File: config.mk
export PLATFORM = sky130hd
export DESIGN_NAME = oled_page_write_framer_unit
export DESIGN_NICKNAME = d
export VERILOG_FILES = /design/src/rtl/opwf_pkg.sv /design/src/rtl/opwf_front.sv /design/src/rtl/opwf_cmd_queue.sv /design/src/rtl/opwf_back.sv /design/src/rtl/oled_page_write_framer_unit.sv
export SDC_FILE = /design/constraint.sdc
export NUM_CORES = 1
export LEC_CHECK = 0
export BUFFER_PORTS_ARGS = -buffer_cell sky130_fd_sc_hd__buf_2
export CAP_MARGIN = 0
export CORE_MARGIN = 4
export CORE_UTILIZATION = 40
export DETAILED_ROUTE_END_ITERATION = 7
export HOLD_SLACK_MARGIN = 0.08
export SLEW_MARGIN = 20
export SYNTH_ARGS = -nofsm -noshare
export SYNTH_HDL_FRONTEND = slang
export SYNTH_HIERARCHICAL = 1
export SYNTH_SLANG_ARGS = --single-unit
File: constraint.sdc
create_clock -name i_clk -period 6.2 [get_ports i_clk]
set_clock_uncertainty 0.2 [all_clocks]
set_input_delay 0.62 -clock i_clk [delete_from_list [all_inputs] [get_ports i_clk]]
set_output_delay 0.62 -clock i_clk [all_outputs]
set_load 0.005 [all_outputs]
File: src/rtl/opwf_pkg.sv
// Package for the OLED page write framer.
// Holds the shared types, register indexes and command byte constants.
// No dependencies.
`timescale 1ns / 1ps

package opwf_pkg;

    localparam logic [7:0] MAX_BYTES_PER_PAGE = 8'd128;
    localparam int unsigned CMDQ_DEPTH = 4;

    // Command bytes of the page addressing header
    localparam logic [7:0] CMD_PAGE_ADDR = 8'h22;
    localparam logic [7:0] CMD_END_PAGE  = 8'h00;
    localparam logic [7:0] CMD_COL_BASE  = 8'h10;
    localparam logic [3:0] NIBBLE_MASK   = 4'hF;

    // Register indexes (byte address divided by four)
    localparam logic [1:0] REG_START_COLUMN   = 2'd0;
    localparam logic [1:0] REG_BYTES_PER_PAGE = 2'd1;
    localparam logic [1:0] REG_START_PAGE     = 2'd2;
    localparam logic [1:0] REG_STOP_PAGE      = 2'd3;

    typedef struct packed {
        logic [7:0] start_column;
        logic [7:0] bytes_per_page;
        logic [3:0] start_page;
        logic [3:0] stop_page;
    } t_cfg;

    // One classified word passed from the front to the back
    typedef struct packed {
        logic [7:0] pixel;
        logic       hdr;
        logic [3:0] page;
        logic       frame_done;
    } t_cmd;

    typedef struct packed {
        logic [7:0] serial_byte;
        logic       is_data;
        logic       last;
        logic       frame_done;
    } t_res;

    typedef enum logic [2:0] {
        ST_PAGE_CMD,
        ST_PAGE_NUM,
        ST_END_PAGE,
        ST_COL_CMD,
        ST_COL_LO,
        ST_COL_HI,
        ST_DATA
    } t_step;

endpackage

File: src/rtl/opwf_front.sv
// Front end of the OLED page write framer: accepts pixel words, tracks the
// column and page position, and classifies each word for the back end.
// Depends on opwf_pkg.
`timescale 1ns / 1ps

module opwf_front (
    input  logic           i_clk,
    input  logic           i_rst_n,
    input  opwf_pkg::t_cfg i_cfg,
    input  logic           push,
    output logic           full,
    input  logic [7:0]     i_pixel_byte,
    input  logic           i_q_full,
    output logic           o_q_push,
    output opwf_pkg::t_cmd o_q_cmd
);
    import opwf_pkg::*;

    logic [3:0] r_page_off, n_page_off;
    logic [7:0] r_col, n_col;
    logic [7:0] limit;
    logic [3:0] stop_eff;
    logic [3:0] last_off;
    logic       page_end;
    logic       frame_end;
    logic       accept;

    assign full   = i_q_full;
    assign accept = push && !i_q_full;

    always_comb begin
        if (i_cfg.bytes_per_page == 8'd0) begin
            limit = 8'd1;
        end else if (i_cfg.bytes_per_page > MAX_BYTES_PER_PAGE) begin
            limit = MAX_BYTES_PER_PAGE;
        end else begin
            limit = i_cfg.bytes_per_page;
        end
        stop_eff  = (i_cfg.stop_page < i_cfg.start_page) ? i_cfg.start_page : i_cfg.stop_page;
        last_off  = stop_eff - i_cfg.start_page;
        page_end  = ({1'b0, r_col} + 9'd1) >= {1'b0, limit};
        frame_end = page_end && (r_page_off >= last_off);
    end

    always_comb begin
        n_page_off = r_page_off;
        n_col      = r_col;
        if (accept) begin
            if (page_end) begin
                n_col      = 8'd0;
                n_page_off = frame_end ? 4'd0 : r_page_off + 4'd1;
            end else begin
                n_col = r_col + 8'd1;
            end
        end
    end

    always_ff @(posedge i_clk) begin
        if (!i_rst_n) begin
            r_page_off <= 4'd0;
            r_col      <= 8'd0;
        end else begin
            r_page_off <= n_page_off;
            r_col      <= n_col;
        end
    end

    assign o_q_push           = accept;
    assign o_q_cmd.pixel      = i_pixel_byte;
    assign o_q_cmd.hdr        = (r_col == 8'd0);
    assign o_q_cmd.page       = i_cfg.start_page + r_page_off;
    assign o_q_cmd.frame_done = frame_end;

endmodule

File: src/rtl/opwf_cmd_queue.sv
// Short queue of classified words between the front and the back end.
// Depends on opwf_pkg.
`timescale 1ns / 1ps

module opwf_cmd_queue (
    input  logic           i_clk,
    input  logic           i_rst_n,
    input  logic           i_push,
    input  opwf_pkg::t_cmd i_cmd,
    output logic           o_full,
    input  logic           i_pop,
    output opwf_pkg::t_cmd o_head,
    output logic           o_empty
);
    import opwf_pkg::*;

    localparam int unsigned PW = $clog2(CMDQ_DEPTH);

    t_cmd          r_mem [CMDQ_DEPTH];
    logic [PW-1:0] r_wp, r_rp;
    logic [PW:0]   r_cnt;
    logic          do_push, do_pop;

    assign o_full  = (r_cnt == PW'(0) + (PW+1)'(CMDQ_DEPTH));
    assign o_empty = (r_cnt == '0);
    assign do_push = i_push && !o_full;
    assign do_pop  = i_pop && !o_empty;
    assign o_head  = r_mem[r_rp];

    always_ff @(posedge i_clk) begin
        if (do_push) begin
            r_mem[r_wp] <= i_cmd;
        end
    end

    always_ff @(posedge i_clk) begin
        if (!i_rst_n) begin
            r_wp  <= '0;
            r_rp  <= '0;
            r_cnt <= '0;
        end else begin
            if (do_push) begin
                r_wp <= r_wp + PW'(1);
            end
            if (do_pop) begin
                r_rp <= r_rp + PW'(1);
            end
            case ({do_push, do_pop})
                2'b10:   r_cnt <= r_cnt + (PW+1)'(1);
                2'b01:   r_cnt <= r_cnt - (PW+1)'(1);
                default: r_cnt <= r_cnt;
            endcase
        end
    end

endmodule

File: src/rtl/opwf_back.sv
// Back end of the OLED page write framer: expands each classified word into
// the data byte, after the header command bytes for a page start, into a two-entry
// result queue. Depends on opwf_pkg.
`timescale 1ns / 1ps

module opwf_back (
    input  logic           i_clk,
    input  logic           i_rst_n,
    input  logic [7:0]     i_start_column,
    input  opwf_pkg::t_cmd i_head,
    input  logic           i_head_empty,
    output logic           o_head_pop,
    output logic           empty,
    input  logic           pop,
    output opwf_pkg::t_res o_res
);
    import opwf_pkg::*;

    t_step r_step, n_step;
    t_step eff_step;
    t_res  r_ob [2];
    logic  r_owp, r_orp;
    logic [1:0] r_ocnt;
    logic  out_full;
    logic  emit;
    logic  take;
    t_res  res;

    assign out_full = (r_ocnt == 2'd2);
    assign empty    = (r_ocnt == 2'd0);
    assign emit     = !i_head_empty && !out_full;
    assign take     = pop && !empty;
    assign o_res    = r_ob[r_orp];

    // A word without a header goes straight to its data byte.
    assign eff_step = (r_step == ST_PAGE_CMD && !i_head.hdr) ? ST_DATA : r_step;

    always_comb begin
        n_step = r_step;
        if (emit) begin
            unique case (eff_step)
                ST_PAGE_CMD: n_step = ST_PAGE_NUM;
                ST_PAGE_NUM: n_step = ST_END_PAGE;
                ST_END_PAGE: n_step = ST_COL_CMD;
                ST_COL_CMD:  n_step = ST_COL_LO;
                ST_COL_LO:   n_step = ST_COL_HI;
                ST_COL_HI:   n_step = ST_DATA;
                ST_DATA:     n_step = ST_PAGE_CMD;
                default:     n_step = ST_PAGE_CMD;
            endcase
        end
    end

    always_comb begin
        res.is_data    = 1'b0;
        res.last       = 1'b0;
        res.frame_done = 1'b0;
        o_head_pop     = 1'b0;
        unique case (eff_step)
            ST_PAGE_CMD: res.serial_byte = CMD_PAGE_ADDR;
            ST_PAGE_NUM: res.serial_byte = {4'd0, i_head.page};
            ST_END_PAGE: res.serial_byte = CMD_END_PAGE;
            ST_COL_CMD:  res.serial_byte = CMD_COL_BASE;
            ST_COL_LO:   res.serial_byte = {4'd0, i_start_column[3:0] & NIBBLE_MASK};
            ST_COL_HI:   res.serial_byte = CMD_COL_BASE | {4'd0, i_start_column[7:4]};
            ST_DATA: begin
                res.serial_byte = i_head.pixel;
                res.is_data     = 1'b1;
                res.last        = 1'b1;
                res.frame_done  = i_head.frame_done;
                o_head_pop      = emit;
            end
            default: res.serial_byte = CMD_END_PAGE;
        endcase
    end

    always_ff @(posedge i_clk) begin
        if (emit) begin
            r_ob[r_owp] <= res;
        end
    end

    always_ff @(posedge i_clk) begin
        if (!i_rst_n) begin
            r_step <= ST_PAGE_CMD;
            r_owp  <= 1'b0;
            r_orp  <= 1'b0;
            r_ocnt <= 2'd0;
        end else begin
            r_step <= n_step;
            if (emit) begin
                r_owp <= !r_owp;
            end
            if (take) begin
                r_orp <= !r_orp;
            end
            case ({emit, take})
                2'b10:   r_ocnt <= r_ocnt + 2'd1;
                2'b01:   r_ocnt <= r_ocnt - 2'd1;
                default: r_ocnt <= r_ocnt;
            endcase
        end
    end

endmodule

File: src/rtl/oled_page_write_framer_unit.sv
// Top level of the OLED page write framer: configuration registers, front end,
// word queue and back end. Depends on opwf_pkg and the opwf_* modules.
// Throughput: one word a cycle for data-only words while the result queue has room;
// a page start word gives seven result words, one at a time from the back end output.
// An accepted word is registered in the word queue, then in the result queue, before its
// results are out; a page start word's data byte follows its six header bytes.
// Reset: synchronous, active low; position state clears and registers take reset values.
`timescale 1ns / 1ps

module oled_page_write_framer_unit (
    input  logic        i_clk,
    input  logic        i_rst_n,
    input  logic        psel,
    input  logic        penable,
    input  logic        pwrite,
    input  logic [3:0]  paddr,
    input  logic [31:0] pwdata,
    output logic [31:0] prdata,
    output logic        pready,
    input  logic        push,
    output logic        full,
    input  logic [7:0]  i_pixel_byte,
    output logic        empty,
    input  logic        pop,
    output logic [7:0]  o_serial_byte,
    output logic        o_is_data,
    output logic        o_last,
    output logic        o_frame_done
);
    import opwf_pkg::*;

    t_cfg r_cfg;
    t_cmd q_in_cmd, q_head;
    t_res res;
    logic q_push, q_full, q_pop, q_empty;
    logic wr_en;

    assign pready = 1'b1;
    assign wr_en  = psel && penable && pwrite;

    always_ff @(posedge i_clk) begin
        if (!i_rst_n) begin
            r_cfg.start_column   <= 8'd0;
            r_cfg.bytes_per_page <= MAX_BYTES_PER_PAGE;
            r_cfg.start_page     <= 4'd0;
            r_cfg.stop_page      <= 4'd3;
        end else if (wr_en) begin
            unique case (paddr[3:2])
                REG_START_COLUMN:   r_cfg.start_column   <= pwdata[7:0];
                REG_BYTES_PER_PAGE: r_cfg.bytes_per_page <= pwdata[7:0];
                REG_START_PAGE:     r_cfg.start_page     <= pwdata[3:0];
                REG_STOP_PAGE:      r_cfg.stop_page      <= pwdata[3:0];
                default:            r_cfg <= r_cfg;
            endcase
        end
    end

    always_comb begin
        unique case (paddr[3:2])
            REG_START_COLUMN:   prdata = {24'd0, r_cfg.start_column};
            REG_BYTES_PER_PAGE: prdata = {24'd0, r_cfg.bytes_per_page};
            REG_START_PAGE:     prdata = {28'd0, r_cfg.start_page};
            REG_STOP_PAGE:      prdata = {28'd0, r_cfg.stop_page};
            default:            prdata = 32'd0;
        endcase
    end

    opwf_front u_front (
        .i_clk        (i_clk),
        .i_rst_n      (i_rst_n),
        .i_cfg        (r_cfg),
        .push         (push),
        .full         (full),
        .i_pixel_byte (i_pixel_byte),
        .i_q_full     (q_full),
        .o_q_push     (q_push),
        .o_q_cmd      (q_in_cmd)
    );

    opwf_cmd_queue u_queue (
        .i_clk   (i_clk),
        .i_rst_n (i_rst_n),
        .i_push  (q_push),
        .i_cmd   (q_in_cmd),
        .o_full  (q_full),
        .i_pop   (q_pop),
        .o_head  (q_head),
        .o_empty (q_empty)
    );

    opwf_back u_back (
        .i_clk          (i_clk),
        .i_rst_n        (i_rst_n),
        .i_start_column (r_cfg.start_column),
        .i_head         (q_head),
        .i_head_empty   (q_empty),
        .o_head_pop     (q_pop),
        .empty          (empty),
        .pop            (pop),
        .o_res          (res)
    );

    assign o_serial_byte = res.serial_byte;
    assign o_is_data     = res.is_data;
    assign o_last        = res.last;
    assign o_frame_done  = res.frame_done;

endmodule
==> impl_metrics.json <==
{
  "synth_top_area_share_pct": 34.06,
  "hold_path_class": "input pin to register",
  "rows": 47,
  "slew_viol_final": 0,
  "rsz0062_at_grt": "false",
  "worst_slack_ns": 2.013,
  "netlist_top_cells_count": "edfxtp_1 (76), dfxtp_1 (53), nand2_1 (53), buf_4 (36), mux2i_1 (34)",
  "antenna_found_initial": 0,
  "worstMarginPinSlew_ns": 0.9148,
  "synth_cell_types": 77,
  "place_inst": 777,
  "crit_fanout": 7,
  "synth-edff-count": 76,
  "grt_pass1_wl_mm": 20.02,
  "async_reset_ff_share_pct": 0,
  "arrival_ns": 4.33,
  "netlist_top_cells_area": "edfxtp_1 (34%), dfxtp_1 (16%), ha_1 (5.6%), mux4_2 (5.4%), mux2i_1 (5.1%)",
  "nets": 660,
  "synth_area_sq_mm": 0.006700,
  "synth.largest_area_cell": "edfxtp_1",
  "p_leak_uw": 0.002832,
  "critical_path.endpoint_type": "register",
  "cts_setup_buffers": 0,
  "initialDrtViolationCount": 297,
  "start_kind": "register",
  "cts.repair.resized": 0,
  "placed_cell_area_sq_mm": 0.006863,
  "finalNonFillerCells": 808,
  "slowest_delay_ns": 0.48,
  "clkSinkCount": 129,
  "drc": 0,
  "cts-root-buf": "clkbuf_16",
  "ios": 97,
  "grt_use_total_pct": 13.77,
  "via_per_inst": 5.062,
  "core_area_sq_mm": 0.01652,
  "numCtsBuffers": 17,
  "die_area_sq_mm": 0.01889,
  "grt_max_degree": 63,
  "max_cap_viol_count": 0,
  "max_freq_ghz": 0.2389,
  "vias": 4090,
  "holdBufCountCts": 0,
  "cts_tree": "done",
  "status": "finished, final reports clean",
  "cp.buffers_inverters": 1,
  "initial_core_util_pct": 40.55,
  "die_y_um": 137.4,
  "wire_per_inst_um": 15.57,
  "cts.clk_slew.worst_paths_ns": 0.06,
  "setup_viol": 0,
  "fin_area_sq_mm": 0.007406,
  "fin_crit_sh_pct": 67.52,
  "syn2layout_area_growth_pct": 10.53,
  "powerDensity_mw_per_mm2": 353.0,
  "detail-route-antenna-nets": 0,
  "ys_ff_latch": 129,
  "hpwl_mm": 8.949,
  "io_buffers": 45,
  "worstSkewPairLatency_ns": 0.40,
  "vdd_drop_max_mv": 0.2006,
  "yosysSeqAreaShare_pct": 49.90,
  "cp_top_family": "compound AO/OA/AOI/OAI gates",
  "period_needed_ns": 4.187,
  "fin_util_pct": 44.82,
  "synth_area_per_cell_sq_um": 12.25,
  "dp_slack_ns": 2.061,
  "worstPathRequired_ns": 6.35,
  "setup-tns-final_ns": 0,
  "routabilityCongestion": 0.8093,
  "finalHoldViolations": 0,
  "drive_gt1_share_pct": 22.11,
  "path_class": "register to register",
  "path_cells": "inv_1 -> ha_1 -> a21o_1 -> a21o_1 -> a21oi_2 -> mux2_2 -> ha_1 -> a21o_1 -> a21oi_1 -> xnor2_1 -> ha_1 -> a21oi_1 -> o21a_1 -> nor3b_1 -> a31o_1",
  "htree_levels": 4,
  "slew_headroom_pct": 38.75,
  "postSynthCellCount": 547,
  "num_antenna_cells": 0,
  "firstDrtPassIters": 4,
  "synth-main-ff-cell": "edfxtp_1",
  "grt_overflow_total": 0,
  "grt_pass1_vias": 3958,
  "totalWireLength_mm": 12.58,
  "clock_path_buffers": 2,
  "synth_warnings": 6,
  "crit_slowest_cell": "dfxtp_1",
  "fp.dieW_um": 137.4,
  "yosysMostFrequentCell": "edfxtp_1"
}
-- cells by family (layout without fill, tap and decap cells) --
kind of cell	after synthesis	count (layout)	synth area share, %
and+or+nand+nor	141	141	11.95
DFF	129	129	49.90
buffers and inverters	87	105	8.123
AOI/OAI and AO/OA	74	74	7.899
muxes	65	65	13.43
adders and majority gates	33	33	6.499
xor gates and xnor gates	16	16	2.091
other	2	25	0.1121
-- where the power goes --
group	total [uW]	switching, uW	internal [uW]
Sequential	1140	74.4	1060
Clock	904	358	546
Combinational	571	304	267
-- final timing paths --
kind,start,to,slack (ns),cells past startpoint
setup reg to reg,r_cfg[5],u_front/r_page_off[0],2.01,15
hold reg to reg,r_cfg[16],r_cfg[16],0.29,2
setup / recovery,r_cfg[5],u_front/r_page_off[0],2.01,15
hold / removal,i_pixel_byte[6],u_queue/r_mem[0][12],0.23,1
-- flip-flops by register name, indices dropped and copies added, names as in the netlist, 2 cells and up, named ones only --
register,flops
u_back/r_ob,20
u_queue/r_wp,2
u_queue/r_rp,2
r_cfg,24
u_back/r_step,3
u_back/r_ocnt,2
u_front/r_page_off,4
u_front/r_col,8
u_queue/r_cnt,3
u_queue/r_mem,56
-- through the flow --
step           hold slack, ns  power, uW
6_report               0.2284       2614
5_1_grt                0.2168       2748
4_1_cts                0.2111       2645
3_5_place_dp           0.2847       1736
3_3_place_gp           0.2663       1712
2_1_floorplan          0.2434       1582
-- per-layer routing --
layer	up-vias	global-route usage [%]	share of wire, %
met5	-	0	0
li1	1989	-	-
met4	0	4.823	1.2
met3	12	2.739	3.1
met2	71	23.24	50
met1	2018	17.64	45
-- final cells by class --
type / instances / area (sq um)
repair buffers: 48 / 247.7
fillers: 1500 / 9119
well taps: 220 / 275.3
multi-input cells: 354 / 2899
clock buffers: 17 / 425.4
clock inverters: 14 / 117.6
inverters: 26 / 97.59
flip-flops and latches: 129 / 3343
-- cells in the final DEF (no fill, tap or decap), types with 11 or more instances in the layout --
master	n
a21oi_1	17
and2_1	11
buf_2	45
clkbuf_16	17
conb_1	25
dfxtp_1	53
edfxtp_1	76
ha_1	30
inv_1	23
mux2_2	13
mux2i_1	34
mux4_2	16
nand2_1	53
nand3_1	12
nor2_1	13
o21ai_0	13
(Power assumes the default switching activity.)
